## src/rtl/csfr_pkg.sv

```systemverilog
package csfr_pkg;

   localparam int ID_W       = 29;
   localparam int PAYLOAD_W  = 56;
   localparam int NUM_W      = 6;
   localparam int DLEN_W     = 4;
   localparam int LEN_W      = 7;
   localparam int AGE_W      = 16;
   localparam int NB_W       = 3;
   localparam int BYTES_PER_CHUNK = 7;
   localparam int MAX_BYTES  = 112;   // 16 chunks out per message at most

   localparam logic [AGE_W-1:0] TIMEOUT_RESET = 16'd5000;

   typedef enum logic [1:0] {
      SEG_SINGLE = 2'd0,
      SEG_BEGIN  = 2'd1,
      SEG_MIDDLE = 2'd2,
      SEG_END    = 2'd3
   } seg_type_type;

   typedef enum logic {
      MODE_FRAME = 1'b0,
      MODE_TICK  = 1'b1
   } mode_type;

   // controller -> datapath
   typedef struct packed {
      logic capture;
      logic tick;
      logic expire;
      logic lookup;
      logic apply;
      logic merge;
      logic emit_read;
      logic emit_load;
      logic release_slot;
   } ctrl_cmd_type;

   // datapath -> controller
   typedef struct packed {
      mode_type     item_mode;
      seg_type_type item_seg;
      logic         hit;
      logic         need_merge;
      logic         emit_last;
      logic         out_free;
   } dp_status_type;

   function automatic logic [PAYLOAD_W-1:0] low_bytes_mask(input logic [NB_W-1:0] n);
      logic [PAYLOAD_W-1:0] m;
      m = '0;
      for (int b = 0; b < BYTES_PER_CHUNK; b++) begin
         if (NB_W'(b) < n) begin
            m[b*8 +: 8] = 8'hFF;
         end
      end
      return m;
   endfunction

endpackage

```

## src/rtl/csfr_ctrl.sv

```systemverilog
module csfr_ctrl
   import csfr_pkg::*;
(
   input  logic          clock,
   input  logic          reset,
   input  logic          req_valid,
   output logic          req_ready,
   input  dp_status_type sts,
   output ctrl_cmd_type  cmd
);

   typedef enum logic [7:0] {
      S_IDLE    = 8'b0000_0001,
      S_DECODE  = 8'b0000_0010,
      S_EXPIRE  = 8'b0000_0100,
      S_LOOKUP  = 8'b0000_1000,
      S_APPLY   = 8'b0001_0000,
      S_MERGE   = 8'b0010_0000,
      S_EMIT_RD = 8'b0100_0000,
      S_EMIT_LD = 8'b1000_0000
   } state_type;

   state_type state_ff, state_in;

   always_comb begin
      state_in = state_ff;
      cmd      = '0;
      case (state_ff)
         S_IDLE: begin
            cmd.capture = req_valid;
            if (req_valid) begin
               state_in = S_DECODE;
            end
         end
         S_DECODE: begin
            if (sts.item_mode == MODE_TICK) begin
               cmd.tick = 1'b1;
               state_in = S_IDLE;
            end else if (sts.item_seg == SEG_SINGLE) begin
               state_in = S_IDLE;
            end else begin
               state_in = S_EXPIRE;
            end
         end
         S_EXPIRE: begin
            cmd.expire = 1'b1;
            state_in   = S_LOOKUP;
         end
         S_LOOKUP: begin
            cmd.lookup = 1'b1;
            state_in   = S_APPLY;
         end
         S_APPLY: begin
            cmd.apply = 1'b1;
            if (!sts.hit || sts.item_seg != SEG_END) begin
               state_in = S_IDLE;
            end else if (sts.need_merge) begin
               state_in = S_MERGE;
            end else begin
               state_in = S_EMIT_RD;
            end
         end
         S_MERGE: begin
            cmd.merge = 1'b1;
            state_in  = S_EMIT_RD;
         end
         S_EMIT_RD: begin
            cmd.emit_read = 1'b1;
            state_in      = S_EMIT_LD;
         end
         S_EMIT_LD: begin
            if (sts.out_free) begin
               cmd.emit_load = 1'b1;
               if (sts.emit_last) begin
                  cmd.release_slot = 1'b1;
                  state_in         = S_IDLE;
               end
            end
         end
         default: begin
            state_in = S_IDLE;
         end
      endcase
   end

   always_ff @(posedge clock) begin
      if (reset) begin
         state_ff <= S_IDLE;
      end else begin
         state_ff <= state_in;
      end
   end

   assign req_ready = (state_ff == S_IDLE);

endmodule

```

## config.mk

```make
export PLATFORM = sky130hd
export DESIGN_NAME = csfr_ctrl
export DESIGN_NICKNAME = d
export VERILOG_FILES = /design/src/rtl/csfr_pkg.sv /design/src/rtl/csfr_ctrl.sv
export SDC_FILE = /design/constraint.sdc
export NUM_CORES = 1
export LEC_CHECK = 0
export BUFFER_PORTS_ARGS = -buffer_cell sky130_fd_sc_hd__buf_4
export CORE_AREA = 3 3 40 42
export CTS_CLUSTER_DIAMETER = 120
export DETAILED_ROUTE_END_ITERATION = 7
export DIE_AREA = 0 0 43 45
export PLACE_DENSITY = 0.78
export SYNTH_ARGS = -nofsm -noshare
export SYNTH_HDL_FRONTEND = slang
export SYNTH_SLANG_ARGS = --single-unit
```

## constraint.sdc

```tcl
create_clock -name clock -period 1.6 [get_ports clock]
set_input_delay 0.24 -clock clock [delete_from_list [all_inputs] [get_ports clock]]
set_output_delay 0.24 -clock clock [all_outputs]
set_load 0.1 [all_outputs]
```

==> summary.md <==
| Metric | Value |
|---|---|
| Fin Setup TNS | -4.40 ns |
| Post-Layout Cell Count | about 120 |
| CP endpoint kind | primary output |
| Reg-to-reg critical path startpoint | state_ff[0] |
| Area of the multi-input gates | 497 sq um |
| Hold Fails Final Rpt | 0 |
| Least-Margin Pin Slew | 0.315 ns |
| Longest Clk Path Bufs | 2 |
| Final ANT Viol Nets | 0 |
| Sw Ratio | 42.9% |
| WL per Instance | 20.5 microns |
| Max IR drop VDD | 0.000822 V |
| Die Footprint | about 1900 sq um |
| Synth Area in Compound Gates | between 15 and 20% |
| Critical Path RT | approximately 1.4 ns |
| Area leader, netlist | dfxtp_1 |
| Post-DP Area | 888 sq um |
| Routed vias | 737 |
| Largest Register | state_ff |
| Post-route setup slack | -0.494 ns |
| Biggest registers after layout | state_ff (8) |
| Failing checks | negative setup slack |
| Vias per inst | 5.94 |
| Crit path launch type | flip-flop |
| Worst hold slack | 0.151 ns |
| Storage cell area | approximately 170 sq um |
| Die height | 45 microns |
| Worst skew pair latency | 0.28 ns |
| Reg2Reg Depth | 7 |
| Fin crit share | 131% |
| DP Worst Slack | -0.197 ns |
| Simple-gate area share of the yosys netlist | 44.4% |
| PortBufs | 19 |
| Area share of fa/ha/maj cells after synthesis | 0% |
| Post-synth top area share | 30.5% |
| Most frequent cells in the layout | 29 x buf_4, 7 x buf_12, 7 x buf_6 |
| Register area share after synthesis | 30.5% |
| Total power | 0.838 mW |
| DRT iter0 DRCs | 16 |
| Final Util | 91.1% |
| # fillers | 50 |
| Syn avg cell area | roughly 8.1 sq um |
| Fin crit period | 2.09 ns |
| Mux cell area share after synthesis | 0% |
| Final instance area | approximately 1200 sq um |
| H-tree Lvls | 1 |
| Max Slew Vio Count | 0 |
| Worst hold path cell count | 2 |
| Crit path cell chain | or4_4, nor4b_4, buf_6 |
| Row count | 13 |
| Netlist Area Pre-Place | 524 sq um |
| Post-route DRC | 0 |
| Io pins | 20 |
| Worst hold path startpoint | reset |
| Reg-to-Reg End | state_ff[0] |
| Synth area leaders | dfxtp_1 31%, nor2_1 7.2%, and2_1 4.8%, inv_1 3.6%, nor4b_1 3.3% |
| First-pass detailed-route iteration total | 5 |
| Crit-path max cell delay | 0.59 ns |
| CORE AREA | 1280 sq um |
| Internal | 0.479 mW |
| Largest net degree at the start of global routing | 7 |
| Mapped Cells | 65 |
| Clk pin slew, worst setup/hold paths | 0.06 ns |
| Grt ovf | 0 |
| RSZ-0062 raised after global routing | yes |
| DRT Wirelength | roughly 2.5 mm |
| Most common cell after layout, fill and taps aside | buf_4 |
| Ys Warns | 0 |
| Sequential power share | approximately a quarter |
| Max cap viols | 0 |
| N_diodes | 0 |
| Initial Util | around 41% |
| Crit-path slowest cell | or4_4 |
| Clock share of power | 21.8% |
| Total GRT Usage | 22.2% |
| Cts hold-fix bufs | 0 |
| Worst Skew | 0.000604 ns |
| Synth Area in XOR/XNOR | about 1.7% |
| Hold Crit Endpoint | state_ff[1] |
| Area grow syn2layout | 123% |
| Synth Net Count | 75 |
| Placed Cells | 114 |
| Synth unique cells | 33 |
| CTS Buf Count | 3 |
| Max FFs per register | 8 |
| Critical setup path kind | reg2out |
| Antenna violations before repair | 0 |
| Worst Hold Class | in2reg |
| First-pass GRT wire length | 2.95 mm |
| PD cells | 716 nW/um^2 |
| Nets | 121 |
| Slack of the worst reg-to-reg path | -0.23 ns |
| GPL Wtd Cong | between 0.9 and 1 |
| CP Max Fanout | 4 |
| Share of cells above drive strength 1 | ~73% |
| Number of synthesized register bits | 8 |
| Vias in the first global route | 683 |
| Sw Pwr | around 0.36 mW |
| WP data arrival | 1.85 ns |
| Combinational family with the most area after synthesis | simple AND/OR/NAND/NOR gates |
| Slew headroom | 78.8% |
| Leak pwr | around 0.50 nW |
| DIE WIDTH | about 43 microns |
| Count of final setup violators | 17 |
| FMAX | 478 MHz |
| Placed wire-length estimate | 1.22 mm |
| Root Driver | clkbuf_4 |
| CTS tree | done |
| Gate power share | 51.8% |
| Clock tree sinks | 8 |
| Status | finished, violations left |
## critical path: cells and delay by family, from the launching register on
family                 cells  cell delay (ns)
and+or+nand+nor            2             0.96
DFF                        1             0.33
buffers and inverters      1             0.28
## final cells by class
class,instances,area share [%]
clock buffers,3,1.92
multi-input cells,50,42.4
well taps,15,1.60
inverters,5,2.24
repair buffers,43,37.3
flip-flops and latches,8,14.5
## cell families after synthesis
group	Yosys count
xor gates and xnor gates	1
AOI/OAI and AO/OA	12
DFF	8
and+or+nand+nor	37
buffers and inverters	7
## synth_stat cells
master	instances
nor2_1	10
dfxtp_1	8
inv_1	5
and2_1	4
nand2_1	3
a21oi_1	2
and3_1	2
nand3_1	2
nor3b_1	2
nor4_1	2
nor4b_1	2
o21a_1	2
a2111o_1	1
a21boi_0	1
a221o_1	1
buf_4	1
buf_6	1
nand4b_1	1
nor2b_1	1
nor3_1	1
nor3_2	1
nor3b_2	1
nor4b_2	1
o211ai_1	1
o21ai_0	1
o21ai_1	1
o21bai_1	1
o22ai_1	1
or2_2	1
or3_1	1
or4_4	1
or4b_1	1
xor2_1	1
## worst max-delay path by stage
stage                           start  endpoint  slack (ns)  cells past startpoint
after floorplan           state_ff[2]    cmd[2]       -0.70                      3
after CTS                 state_ff[0]    cmd[2]       -0.40                      3
after detailed placement  state_ff[0]    cmd[4]       -0.20                      5
after global routing      state_ff[0]    cmd[2]       -0.54                      3
after global placement    state_ff[0]    cmd[4]       -0.17                      5
final                     state_ff[0]    cmd[2]       -0.49                      3
## power by group through the flow
stage	clock [mW]	sequential [mW]	combinational, mW
3_5_place_dp	0	0.223	0.339
6_report	0.183	0.221	0.435
2_1_floorplan	0	0.227	0.222
4_1_cts	0.175	0.218	0.367
3_3_place_gp	0	0.222	0.335
5_1_grt	0.196	0.221	0.452
## metal layers
| metal | wire length, microns | vias to the layer above | GRT usage (%) |
|---|---|---|---|
| li1 | - | 327 | - |
| met1 | 844 | 342 | 22.8 |
| met2 | 1300 | 54 | 36.2 |
| met3 | 270 | 14 | 10.4 |
| met4 | 134 | 0 | 15.1 |
| met5 | 0 | - | 0 |
## timing repair
item / in CTS / in global routing
endpoints found under the setup margin: 16 / 17
gates resized for setup: 25 / 24
pin swaps: 2 / 8
setup buffers: 3 / 5
(Power assumes the default switching activity.)
